===== config.mk =====
export PLATFORM = sky130hd
export DESIGN_NAME = serial_frame_receiver_xor_unit
export DESIGN_NICKNAME = d
export VERILOG_FILES = /design/src/hw/rtl/sfrx_pkg.sv /design/src/hw/rtl/sfrx_parser.sv /design/src/hw/rtl/sfrx_out_reg.sv /design/src/hw/rtl/serial_frame_receiver_xor_unit.sv
export VERILOG_INCLUDE_DIRS = /design/src /design/src/hw/rtl
export SDC_FILE = /design/constraint.sdc
export NUM_CORES = 1
export LEC_CHECK = 0
export BUFFER_PORTS_ARGS = -buffer_cell sky130_fd_sc_hd__buf_2
export CAP_MARGIN = 40
export CORE_AREA = 2 2 89 91
export CTS_BUF_LIST = sky130_fd_sc_hd__clkbuf_4 sky130_fd_sc_hd__clkbuf_8
export DETAILED_ROUTE_END_ITERATION = 16
export DIE_AREA = 0 0 91 93
export PLACE_DENSITY = 0.76
export SETUP_SLACK_MARGIN = 0.15
export SLEW_MARGIN = 10
export SYNTH_ARGS = -nofsm -noshare
export SYNTH_HDL_FRONTEND = slang
export SYNTH_SLANG_ARGS = --single-unit

===== constraint.sdc =====
create_clock -name clk -period 1.9 [get_ports clk]
set_input_delay 0.38 -clock clk [delete_from_list [all_inputs] [get_ports clk]]
set_output_delay 0.38 -clock clk [all_outputs]
set_load 0.05 [all_outputs]

===== src/hw/rtl/assert_macros.svh =====
// Assertion macros shared by the frame receiver modules.
`ifndef ASSERT_MACROS_SVH
`define ASSERT_MACROS_SVH

// Check a property on every rising edge of clk, off while rst is high.
`define SFRX_ASSERT(label, prop) \
  label: assert property (@(posedge clk) disable iff (rst) (prop)) \
    else $error("sfrx assertion failed");

// Check that a condition never holds, off while rst is high.
`define SFRX_NEVER(label, cond) \
  label: assert property (@(posedge clk) disable iff (rst) !(cond)) \
    else $error("sfrx forbidden condition seen");

`endif


===== src/hw/rtl/sfrx_pkg.sv =====
// Types and constants of the serial frame receiver.
`timescale 1ns / 1ps

package sfrx_pkg;

  localparam logic [7:0] CH_U     = 8'h55;
  localparam logic [7:0] CH_N     = 8'h4E;
  localparam logic [7:0] CH_E     = 8'h45;
  localparam logic [7:0] CH_R     = 8'h52;
  localparam logic [7:0] CH_COLON = 8'h3A;

  // XOR of the fixed header and token bytes; the length byte is folded in later.
  localparam logic [7:0] HDR_XOR = CH_U ^ CH_N ^ CH_E ^ CH_R ^ CH_COLON;

  localparam logic [7:0] TIMEOUT_RESET = 8'd5;

  localparam logic OP_BYTE = 1'b0;
  localparam logic OP_TICK = 1'b1;

  typedef enum logic [1:0] {
    KIND_PAYLOAD = 2'd0,
    KIND_GOOD    = 2'd1,
    KIND_BAD     = 2'd2
  } kind_t;

  typedef struct packed {
    logic       valid;
    kind_t      kind;
    logic [7:0] data_byte;
    logic [7:0] byte_index;
  } result_t;

endpackage


===== src/hw/rtl/sfrx_parser.sv =====
// Frame parser state, timeout counter and per-word next-state logic.
`timescale 1ns / 1ps
`include "assert_macros.svh"

module sfrx_parser (
  input  logic             clk,
  input  logic             rst,
  input  logic             cfg_we,
  input  logic [7:0]       cfg_wdata,
  input  logic             step,
  input  logic             op,
  input  logic [7:0]       rx_byte,
  output sfrx_pkg::result_t res
);
  import sfrx_pkg::*;

  typedef enum logic [2:0] {
    PH_SEARCH  = 3'd0,
    PH_H1      = 3'd1,
    PH_H2      = 3'd2,
    PH_H3      = 3'd3,
    PH_LEN     = 3'd4,
    PH_TOKEN   = 3'd5,
    PH_PAYLOAD = 3'd6
  } phase_t;

  phase_t     phase, phase_next;
  logic [7:0] timeout_reload;
  logic [7:0] running_xor, running_xor_next;
  logic [7:0] bytes_left, bytes_left_next;
  logic [7:0] next_index, next_index_next;
  logic [7:0] frame_length, frame_length_next;
  logic [7:0] idle_ticks, idle_ticks_next;
  phase_t     restart_phase;

  // A mismatching byte gets a second look as a possible start of header.
  assign restart_phase = (rx_byte == CH_U) ? PH_H1 : PH_SEARCH;

  always_comb begin
    phase_next        = phase;
    running_xor_next  = running_xor;
    bytes_left_next   = bytes_left;
    next_index_next   = next_index;
    frame_length_next = frame_length;
    idle_ticks_next   = idle_ticks;
    res               = '0;
    res.kind          = KIND_PAYLOAD;
    if (op == OP_TICK) begin
      if (idle_ticks != 8'd0) begin
        idle_ticks_next = idle_ticks - 8'd1;
      end else begin
        phase_next = PH_SEARCH;
      end
    end else begin
      idle_ticks_next = timeout_reload;
      unique case (phase)
        PH_SEARCH: phase_next = restart_phase;
        PH_H1:     phase_next = (rx_byte == CH_N) ? PH_H2 : restart_phase;
        PH_H2:     phase_next = (rx_byte == CH_E) ? PH_H3 : restart_phase;
        PH_H3:     phase_next = (rx_byte == CH_R) ? PH_LEN : restart_phase;
        PH_LEN: begin
          frame_length_next = rx_byte;
          bytes_left_next   = rx_byte;
          phase_next        = (rx_byte == 8'd0) ? PH_SEARCH : PH_TOKEN;
        end
        PH_TOKEN: begin
          if (rx_byte == CH_COLON) begin
            phase_next       = PH_PAYLOAD;
            running_xor_next = HDR_XOR ^ frame_length;
            next_index_next  = 8'd1;
          end else begin
            phase_next = restart_phase;
          end
        end
        PH_PAYLOAD: begin
          res.valid     = 1'b1;
          res.data_byte = rx_byte;
          if (bytes_left > 8'd1) begin
            running_xor_next = running_xor ^ rx_byte;
            next_index_next  = next_index + 8'd1;
            bytes_left_next  = bytes_left - 8'd1;
            res.kind         = KIND_PAYLOAD;
            res.byte_index   = next_index;
          end else begin
            phase_next      = PH_SEARCH;
            bytes_left_next = 8'd0;
            res.kind        = (running_xor == rx_byte) ? KIND_GOOD : KIND_BAD;
            res.byte_index  = frame_length;
          end
        end
        default: phase_next = PH_SEARCH;
      endcase
    end
  end

  always_ff @(posedge clk) begin
    if (rst) begin
      phase          <= PH_SEARCH;
      timeout_reload <= TIMEOUT_RESET;
      running_xor    <= 8'd0;
      bytes_left     <= 8'd0;
      next_index     <= 8'd0;
      frame_length   <= 8'd0;
      idle_ticks     <= 8'd0;
    end else begin
      if (cfg_we) begin
        timeout_reload <= cfg_wdata;
      end
      if (step) begin
        phase        <= phase_next;
        running_xor  <= running_xor_next;
        bytes_left   <= bytes_left_next;
        next_index   <= next_index_next;
        frame_length <= frame_length_next;
        idle_ticks   <= idle_ticks_next;
      end
    end
  end

  `SFRX_NEVER(a_tick_no_result, op == OP_TICK && res.valid)
  `SFRX_ASSERT(a_frame_end_search,
               (step && res.valid && res.kind != KIND_PAYLOAD) |=> phase == PH_SEARCH)
  `SFRX_ASSERT(a_payload_index,
               (res.valid && res.kind == KIND_PAYLOAD) |-> next_index != 8'd0)

endmodule


===== src/hw/rtl/sfrx_out_reg.sv =====
// Result register on the output side of the frame receiver.
`timescale 1ns / 1ps
`include "assert_macros.svh"

module sfrx_out_reg (
  input  logic              clk,
  input  logic              rst,
  input  logic              load,
  input  sfrx_pkg::result_t res,
  input  logic              ready,
  output logic              valid,
  output sfrx_pkg::kind_t   kind,
  output logic [7:0]        data_byte,
  output logic [7:0]        byte_index
);
  import sfrx_pkg::*;

  always_ff @(posedge clk) begin
    if (rst) begin
      valid <= 1'b0;
    end else if (load) begin
      valid <= 1'b1;
    end else if (ready) begin
      valid <= 1'b0;
    end
  end

  // Payload needs no reset.
  always_ff @(posedge clk) begin
    if (load) begin
      kind       <= res.kind;
      data_byte  <= res.data_byte;
      byte_index <= res.byte_index;
    end
  end

  `SFRX_ASSERT(a_no_overwrite, load |-> (!valid || ready))

endmodule


===== src/hw/rtl/serial_frame_receiver_xor_unit.sv =====
// Top level of the serial frame receiver with XOR checksum.
`timescale 1ns / 1ps

// Serial frame receiver. Each input word is either a received byte
// (tuser = 0) or a timer tick (tuser = 1). Bytes are parsed for frames
// 'U','N','E','R', L, ':', then L bytes, the last of which is an XOR over
// all earlier frame bytes. Every payload byte leaves as one output word of
// kind payload with its position 1..L-1; the checksum byte leaves as a
// good or bad verdict carrying the received checksum and L. Ticks count
// down an inactivity counter reloaded by every byte from cfg_wdata's
// register (reset 5); a tick that finds it at zero drops the parser back
// to header search. A zero length drops the frame. Throughput is one word
// per clock while nothing stalls: a word is held in an input register,
// the parser updates its state from it while it is held, and any result
// goes into the output register, so a result reaches the master side by
// way of the input and output registers. The only stall is a result that
// finds the output register still full and not being taken; words that
// make no result never stall. Write cfg only while the unit is idle.
module serial_frame_receiver_xor_unit (
  input  logic        clk,
  input  logic        rst,
  input  logic        cfg_we,
  input  logic [7:0]  cfg_wdata,
  input  logic        s_axis_tvalid,
  output logic        s_axis_tready,
  input  logic [7:0]  s_axis_tdata,   // [7:0] rx_byte
  input  logic [0:0]  s_axis_tuser,   // [0] op
  output logic        m_axis_tvalid,
  input  logic        m_axis_tready,
  output logic [15:0] m_axis_tdata,   // [7:0] data_byte, [15:8] byte_index
  output logic [1:0]  m_axis_tuser    // [1:0] kind
);
  import sfrx_pkg::*;

  logic       in_valid;
  logic       in_op;
  logic [7:0] in_byte;
  logic       step;
  result_t    res;
  kind_t      out_kind;
  logic [7:0] out_data;
  logic [7:0] out_index;

  // Advance the held word unless its result would land on a full,
  // stalled output register.
  assign step = in_valid && (!res.valid || !m_axis_tvalid || m_axis_tready);
  assign s_axis_tready = !in_valid || step;

  always_ff @(posedge clk) begin
    if (rst) begin
      in_valid <= 1'b0;
    end else if (s_axis_tready) begin
      in_valid <= s_axis_tvalid;
    end
  end

  // Capture the word on acceptance; hold it while stalled.
  always_ff @(posedge clk) begin
    if (s_axis_tvalid && s_axis_tready) begin
      in_op   <= s_axis_tuser[0];
      in_byte <= s_axis_tdata;
    end
  end

  sfrx_parser u_parser (
    .clk       (clk),
    .rst       (rst),
    .cfg_we    (cfg_we),
    .cfg_wdata (cfg_wdata),
    .step      (step),
    .op        (in_op),
    .rx_byte   (in_byte),
    .res       (res)
  );

  sfrx_out_reg u_out_reg (
    .clk        (clk),
    .rst        (rst),
    .load       (step && res.valid),
    .res        (res),
    .ready      (m_axis_tready),
    .valid      (m_axis_tvalid),
    .kind       (out_kind),
    .data_byte  (out_data),
    .byte_index (out_index)
  );

  assign m_axis_tdata = {out_index, out_data};
  assign m_axis_tuser = out_kind;

endmodule


== After elaboration in Yosys (flattened, before gate mapping) ==
Cells that the tools add are included.

* Add/sub/neg operators: 3
* $mul: 0
* Div/mod/pow operators: 0
* Magnitude comparators: 1
* Eq/ne operators: 17
* Shifts and indexed selects: 0
* Multiplexer cells: 27
* Bitwise operators: 4
* Reduce and logical (&&, ||, !) cells: 22

{| class="wikitable"
|+ Operator list
! operator !! count
|-
| 2-to-1 mux 8 bit || 8
|-
| one-hot mux 8 bit (2 select lines) || 3
|-
| 2-to-1 mux 19 bit || 2
|-
| == test 8 x 7 -> 1 bit (second input constant) || 4
|-
| 2-to-1 mux 3 bit || 8
|-
| one-hot mux 3 bit (7 select lines) || 1
|-
| subtractor 8 x 1 -> 8 bit (second input constant) || 2
|-
| == test 3 bit (second input constant) || 3
|-
| AND reduction 3 bit || 3
|-
| adder 8 x 1 -> 8 bit (second input constant) || 1
|-
| == test 8 x 6 -> 1 bit (second input constant) || 1
|-
| == test 8 bit || 1
|-
| greater-than comparator 8 x 1 -> 1 bit (second input constant) || 1
|-
| logical NOT 8 bit || 1
|-
| nonzero test 8 bit || 1
|-
| bitwise XOR 8 bit || 1
|-
| == test 3 x 2 -> 1 bit (second input constant) || 2
|-
| inequality test 2 x 1 -> 1 bit (second input constant) || 3
|-
| nonzero test 2 bit || 3
|-
| AND reduction 5 bit || 1
|-
| 2-to-1 mux 2 bit || 2
|-
| NOT 4 bit || 1
|-
| == test 3 x 1 -> 1 bit (second input constant) || 1
|-
| logical AND 1 bit || 3
|-
| other kinds (10) || 17
|}

* Register bits after elaboration: 80
* Latch bits: 0
* Memory bits (writable): 0
* ROM bits: 0
* Input port bits: 22
* Output and inout bits: 20
* Logic and storage cells: 88
* Memories: 0

== Depth between registers and ports, before layout ==
Gate-level depths: netlist of run 1.

* Depth in word-level cells: 11
* Gate-level depth with buffers: 8
* Mapped depth without buffers: 7

== Hierarchy ==
Synthesis of run 1 repeated with hierarchy kept, for this count alone.

* Cell total of the unflattened synthesis: 441
* Area, all modules: 4028.9 µm²

{| class="wikitable"
|+ By module, submodules not included
! module !! instances !! cells an instance !! area each (µm²) !! sequential area each (µm²)
|-
| sfrx_parser || 1 || 401 || 3099.2 || 1021.0
|-
| sfrx_out_reg || 1 || 22 || 579.3 || 560.5
|-
| serial_frame_receiver_xor_unit || 1 || 18 || 350.3 || 290.3
|}

== Worst setup path before layout of run 1 ==
Ideal clock, no wire load.

* Kind: reg2reg
* From: register u_parser.bytes_left[0]
* To: register u_parser.next_index[6]
* Setup time: 70 ps
* Data arrival time: 1924 ps
* Required time: 1830 ps
* Path slack: -95 ps
* Stages on the path, launching flop included: 8
* Buffers on the path: 0
* Clock period less this slack: 1995 ps
* Cells stage by stage: dfxtp_1 inv_1 ha_1 nor2_1 o31ai_4 a21o_4 or4_1 a21oi_1

* Cells in the longest elaborated chain, start to end: 3

{| class="wikitable"
|+ Ends and longest elaborated chain
! item !! line !! RTL
|-
| start, declared || sfrx_parser.sv:30 || <nowiki>logic [7:0] bytes_left, bytes_left_next;</nowiki>
|-
| start signal, assigned || sfrx_parser.sv:112 || <nowiki>bytes_left <= bytes_left_next;</nowiki>
|-
| greater-than comparator 8 x 1 -> 1 bit || sfrx_parser.sv:78 || <nowiki>if (bytes_left > 8'd1) begin</nowiki>
|-
| inequality test 2 x 1 -> 1 bit (no source line) || n/a ||
|-
| AND reduction 5 bit (no source line) || n/a ||
|-
| end signal, assigned || sfrx_parser.sv:113 || <nowiki>next_index <= next_index_next;</nowiki>
|-
| end, declared || sfrx_parser.sv:31 || <nowiki>logic [7:0] next_index, next_index_next;</nowiki>
|}

No other way between the ends.
A chain may end at the register's enable or synchronous reset.

== Worst setup path in the final report of run 1 ==
* From: register u_parser.phase[0]
* To: output s_axis_tready

* Cells in the longest elaborated chain, start to end: 8

{| class="wikitable"
|+ Ends and longest elaborated chain
! item !! line !! RTL
|-
| start, declared || sfrx_parser.sv:27 || <nowiki>phase_t phase, phase_next;</nowiki>
|-
| start signal, assigned || sfrx_parser.sv:110 || <nowiki>phase <= phase_next;</nowiki>
|-
| == test 3 bit || sfrx_parser.sv:56 || <nowiki>unique case (phase)</nowiki>
|-
| 2-to-1 mux 19 bit || sfrx_parser.sv:56 ||
|-
| 2-to-1 mux 19 bit || sfrx_parser.sv:48 || <nowiki>if (op == OP_TICK) begin</nowiki>
|-
| logical NOT 1 bit || serial_frame_receiver_xor_unit.sv:46 || <nowiki>assign step = in_valid && (!res.valid || !m_axis_tvalid || m_axis_tready);</nowiki>
|-
| logical OR 1 bit (2 in a row) || serial_frame_receiver_xor_unit.sv:46 ||
|-
| logical AND 1 bit || serial_frame_receiver_xor_unit.sv:46 ||
|-
| logical OR 1 bit || serial_frame_receiver_xor_unit.sv:47 || <nowiki>assign s_axis_tready = !in_valid || step;</nowiki>
|-
| end, declared || serial_frame_receiver_xor_unit.sv:25 || <nowiki>output logic s_axis_tready,</nowiki>
|}

No other way between the ends.

==> results.yml, run 1 <==
synthesis:
  synthAdderAreaFrac_pct: 1.56
  synth_compound_area_share_pct: 19.2
  synth_edf_count: 27
  synth_top_family_by_area: "simple AND/OR/NAND/NOR gates"
  synth_xor_area_share_pct: 1.53
  synth_top_area_share_pct: 26.5
  synth.avg_cell_area_sq_um: 9.23
  synth_top_area_cell: "dfxtp_1"
  yosys.area_share.simple_pct: 21.8
  synth_cells: 433
  synth.mux.area_fraction_pct: 3.76
  ys_warn_count: 0
  synth_seq_cells: 80
  syn-num-nets: 460
  synth_cell_types: 55
  syn_area_sq_um: 4000
  synth_async_sr_flop_share_pct: 0
  yosysSeqAreaShare_pct: 46.8
  ys_top_cells_by_area: "dfxtp_1, edfxtp_1, nor2_1"
  synth-main-ff-cell: "dfxtp_1"
critical_path:
  arrival_ns: 1.53
  end_kind: "output port"
  required_ns: 1.52
  worstSetupStartpointType: "register"
  worstPathMaxFanout: 5
  worstSetupPathType: "register to output port"
place:
  dp_slack_ns: -0.0539
  gp_congestion: 0.912
  numPortBuffers: 41
  dp_hpwl_mm: 6.44
timing:
  rsz0062_at_grt: "true"
  hold_viol: 0
  setup_ws_ns: -0.00543
  min_period_over_period_pct: 100
  finalCriticalPeriod_ns: 1.91
  drv_slew: 0
  relSlewSlack_pct: 72.5
  worst_slew_pin_slew_ns: 0.410
  setup_violations: 1
  fin_skew_ns: 0.0165
  max_clock_freq_mhz: 525
outcome:
  status: "complete, but fails checks"
  violations: "setup timing"
pwr:
  vdd_ir_drop_max_mv: 0.494
  cellPowerDensity_nw_per_um2: 669
  leakagePower_nw: 2.04
grt:
  grt_pass1_wl_mm: 15.7
  use_met2_pct: 35.9
  grt_start_max_net_pins: 28
  grt_pass1_vias: 3248
  top_usage_layer: "met2"
  grt_use_met3_pct: 3.30
  grt_use_total_pct: 23.0
  antenna_found_initial: 0
  grt.overflow.total: 0
  use_met1_pct: 31.3
route:
  first_pass_iters: 5
  postRouteWirelength_mm: 10.3
  drc: 0
  vias: 3619
  first_iter_violations: 278
  ant_nets: 0
  vias_per_cell: 5.86
  wire_per_inst_microns: 16.6
finish:
  area.growth.synth_to_final_pct: 28.8
  drive_gt1_share_pct: 34.5
  layout_common_cells: "nor2_1, dfxtp_1, buf_2, buf_4, edfxtp_1"
  n_antenna_cell: 0
  nets: 538
  utilization_pct: 68.4
  layout_commonest_cell: "nor2_1"
die:
  die_area_sq_um: 8460
  start_util_pct: 53.1
  core_area_sq_um: 7530
  die_h_microns: 93
  fp.dieW_microns: 91
  rows: 32
  pin_count: 42
clock_network:
  numCtsBuffers: 9
  clk_latency_ns: 0.36
  hold_buffers: 0
  cts_num_sinks: 80
  clockBufferDepth: 2
  cts-root-buf: "clkbuf_8"
  clk_pin_slew_worst_paths_ns: 0.07
  cts_tree: "yes"
  h-tree-depth: 3
hold_path:
  hp-class: "input pin to register"
job:
  drv_cap: 0
-- stage by stage --
step	power [mW]	cell area, sq um	hold WS, ns	setup TNS (ns)	std cells
after global routing	3.55	5150	0.200	-0.152	618
after detailed placement	2.19	4500	0.486	-0.273	584
final	3.45	5150	0.201	-0.00543	618
after global placement	2.18	4500	0.465	0	584
after CTS	3.43	4830	0.190	-0.0331	606
after floorplan	2.09	4070	0.452	0	433
-- power breakdown --
group          internal, mW  total, mW  switching [mW]
Sequential             1.80       1.83          0.0313
Clock                 0.649       1.26           0.613
Combinational         0.148      0.355           0.207
Total                  2.60       3.45           0.851
-- sequential cells by signal, indices dropped and copies added (netlist names) --
signal / count
in_byte: 8
u_out_reg.byte_index: 8
u_out_reg.data_byte: 8
u_parser.bytes_left: 8
u_parser.frame_length: 8
u_parser.idle_ticks: 8
u_parser.next_index: 8
u_parser.running_xor: 8
u_parser.timeout_reload: 8
u_parser.phase: 3
u_out_reg.kind: 2
in_op: 1
in_valid: 1
u_out_reg.valid: 1
-- final timing paths --
check | startpoint | endpoint | slack, ns | cells past startpoint
setup reg to reg | in_byte[0] | u_parser.next_index[6] | 0.05 | 6
hold / removal | s_axis_tdata[1] | in_byte[1] | 0.20 | 1
hold reg to reg | u_parser.next_index[7] | u_parser.next_index[7] | 0.49 | 2
setup / recovery | u_parser.phase[0] | s_axis_tready | -0.005 | 6
-- critical path: stages (launching register included) --
cell	delay, ns
dfxtp_2	0.34
buf_6	0.12
nand3b_1	0.22
nor2_2	0.16
buf_6	0.12
nand3_4	0.07
buf_8	0.15
-- layout make-up --
type,instances,area [sq um]
clock inverter,4,46.3
tap,102,128
clock buffer,12,146
sequential,80,1890
multi-input combinational,313,2170
timing repair buffer,96,723
fill,567,2380
inverter,11,47.5
-- synthesized netlist by cell type, types with 11 or more instances --
cell and instances:
a22o_1 11, a21oi_1 35, o21ai_0 35, edfxtp_1 27
nand3_1 13, nor2_1 48, clkbuf_1 14, dfxtp_1 53
nand2_1 34, inv_1 11, mux2i_1 15
-- what timing repair did --
item	in CTS	in global routing
pin swaps	11	25
gates resized for setup	21	68
buffers inserted	6	12
setup endpoints to repair	46	53
endpoints found under the hold margin	0	0
cloned	0	0
-- logic make-up (layout without fill, tap and decap cells) --
| kind of cell | Yosys count | in the layout |
|---|---|---|
| and+or+nand+nor | 166 | 166 |
| AOI/OAI and AO/OA | 120 | 120 |
| DFF | 80 | 80 |
| buffers and inverters | 40 | 123 |
| muxes | 15 | 15 |
| xor gates and xnor gates | 7 | 7 |
| adders and majority gates | 5 | 5 |
-- layer usage --
layer	wire length, microns	vias up	part of all wire [%]
li1	-	1722	-
met1	4450	1714	43
met2	4960	154	48
met3	535	29	5.2
met4	320	0	3.1
met5	0	-	0
(Power assumes the default switching activity.)
==> inputs of run 2 (changes only) <==
--- a/config.mk
+++ b/config.mk
@@ -12,7 +12,7 @@
 export CTS_BUF_LIST = sky130_fd_sc_hd__clkbuf_4 sky130_fd_sc_hd__clkbuf_8
 export DETAILED_ROUTE_END_ITERATION = 16
 export DIE_AREA = 0 0 91 93
-export PLACE_DENSITY = 0.76
+export PLACE_DENSITY = 0.86
 export SETUP_SLACK_MARGIN = 0.15
 export SLEW_MARGIN = 10
 export SYNTH_ARGS = -nofsm -noshare
==> constraint.sdc (replaced) <==
create_clock -name clk -period 1.9 [get_ports clk]
set_input_delay 0.38 -clock clk [delete_from_list [all_inputs] [get_ports clk]]
set_output_delay 0.38 -clock clk [all_outputs]
set_load 0.005 [all_outputs]
==> run 2 against run 1 <==
Net effect: sequential share of layout area decreased by 0.075 points; count of clock-buffer cells in the layout decreased by 2; wire length increased by 17%; core utilization about the same; the flow now finishes without violations; maximum frequency increased by 3.0%; hold slack got worse by 0.0085 ns; flip-flop and latch count unchanged.
==> results.yml, run 2 (synthesized netlist as in run 1, its figures left out) <==
outcome:
  status: "completed"
critical_path:
  worstSetupStartpointType: "register"
  slowest_delay_ns: 0.50
  arrival_ns: 2.15
  critical-path-top-delay-family: "simple AND/OR/NAND/NOR gates"
  end_kind: "register"
  worstSetupPathType: "register to register"
  required_ns: 2.20
  crit_buf_inv: 1
  worstPathMaxFanout: 7
  path_cells: "nor2b_1 -> buf_4 -> a21o_1 -> a21o_4 -> or4_4 -> a21oi_2"
  slowest_stage: "or4_4"
finish:
  nets: 545
  n_antenna_cell: 0
  utilization_pct: 68.5
  fin_cells: 625
  area.growth.synth_to_final_pct: 28.9
  fin_area_sq_um: 5150
  drive_gt1_share_pct: 31.7
  n_fill_cell: 544
  final-seq-area_sq_um: 1890
  multi_input_area_sq_um: 2090
  layout_common_cells: "nor2_1, buf_4, dfxtp_1"
timing:
  drv_slew: 0
  finalCriticalPeriod_ns: 1.85
  hold_viol: 0
  rsz0062_at_grt: "true"
  min_period_over_period_pct: 97.4
  max_clock_freq_mhz: 540
  whs_ns: 0.193
  fin_skew_ns: 0.00867
  relSlewSlack_pct: 59.2
  worst_slew_pin_slew_ns: 0.606
  setup_violations: 0
  setup_ws_ns: 0.0494
pwr:
  p_comb_share_pct: 10.1
  p_seq_share_pct: 50.5
  vdd_ir_drop_max_mv: 0.487
  p_switching_mw: 0.895
  cellPowerDensity_nw_per_um2: 705
  p_clk_share_pct: 39.4
  p_int_mw: 2.74
  swShare_pct: 24.6
  leakagePower_nw: 2.02
route:
  ant_nets: 0
  wire_per_inst_microns: 19.1
  postRouteWirelength_mm: 12.0
  route.met3.wl_microns: 936
  first_iter_violations: 435
  vias_per_cell: 6.25
  met2_wirelength_mm: 5.82
  drc: 0
  first_pass_iters: 5
  highest_layer: "met4"
  met1_length_mm: 4.55
  vias: 3905
job:
  drv_cap: 0
clock_network:
  cts_num_sinks: 80
  clockBufferDepth: 2
  clk_latency_ns: 0.36
  cts_tree: "yes"
  cts-root-buf: "clkbuf_8"
  hold_buffers: 0
  clk_pin_slew_worst_paths_ns: 0.09
  h-tree-depth: 3
  numCtsBuffers: 9
hold_path:
  hp-class: "input pin to register"
die:
  pin_count: 42
  die_h_microns: 93
  start_util_pct: 53.1
  rows: 32
  die_area_sq_um: 8460
  fp.dieW_microns: 91
  core_area_sq_um: 7530
place:
  dp.cells: 578
  dp_hpwl_mm: 6.62
  dp_slack_ns: 0.0385
  gp_congestion: 0.922
  numPortBuffers: 41
  placed_cell_area_sq_um: 4440
grt:
  grt_pass1_wl_mm: 17.2
  grt.overflow.total: 0
  grt_use_total_pct: 25.4
  antenna_found_initial: 0
  grt_pass1_vias: 3644
  grt_start_max_net_pins: 28
[run 2: cell count changes in the layout (fill, tap and decap cells not counted), sizes merged]
cell      delta
buf          +6
bufinv       +1
clkbuf       -1
clkinv       -1
clkinvlp     +1
inv          +1
[run 2: repair_timing]
item / CTS / global route
pin swaps: 4 / 25
setup endpoints to repair: 24 / 71
endpoints found under the hold margin: 0 / 0
gates resized for setup: 14 / 43
cloned: 0 / 2
buffers inserted: 15 / 14
[run 2: path summary, 6_finish.rpt]
path	slack, ns	from	depth (start not counted)	endpoint
max	0.05	u_out_reg.valid	6	u_parser.next_index[7]
min	0.19	s_axis_tdata[7]	1	in_byte[7]
max reg2reg	0.05	u_out_reg.valid	6	u_parser.next_index[7]
min reg2reg	0.49	u_parser.idle_ticks[7]	2	u_parser.idle_ticks[7]
[run 2: power groups by stage]
stage / combinational (mW) / sequential, mW / clock [mW]
after CTS: 0.320 / 1.83 / 1.44
after global routing: 0.396 / 1.84 / 1.51
after detailed placement: 0.317 / 1.87 / 0
final: 0.367 / 1.83 / 1.43
after floorplan: 0.232 / 1.86 / 0
after global placement: 0.306 / 1.87 / 0
[run 2: stage by stage]
| stage | total power [mW] | TNS, ns |
|---|---|---|
| 2_1_floorplan | 2.09 | 0 |
| 3_3_place_gp | 2.18 | 0 |
| 3_5_place_dp | 2.19 | 0 |
| 4_1_cts | 3.59 | 0 |
| 5_1_grt | 3.74 | -0.00204 |
| 6_report | 3.63 | 0 |
[run 2: layer usage]
layer / GRT usage, % / up-vias
met4: 16.0 / 0
li1: - / 1738
met5: 0 / -
met3: 4.67 / 64
met2: 43.9 / 256
met1: 29.3 / 1847
[run 2: worst register-to-register path: cells and delay by family, from the launching register on]
| kind | cells | cell delay (ns) |
|---|---|---|
| AOI/OAI and AO/OA | 3 | 0.61 |
| buffers and inverters | 1 | 0.15 |
| DFF | 1 | 0.35 |
| and+or+nand+nor | 2 | 0.68 |
[run 2: cell type report]
| class | count | share of cell area, % |
|---|---|---|
| Clock inverter | 6 | 1.75 |
| Timing Repair Buffer | 103 | 15.1 |
| Inverter | 11 | 0.874 |
| Tap cell | 102 | 2.48 |
| Sequential cell | 80 | 36.6 |
| Multi-Input combinational cell | 313 | 40.5 |
| Clock buffer | 10 | 2.67 |
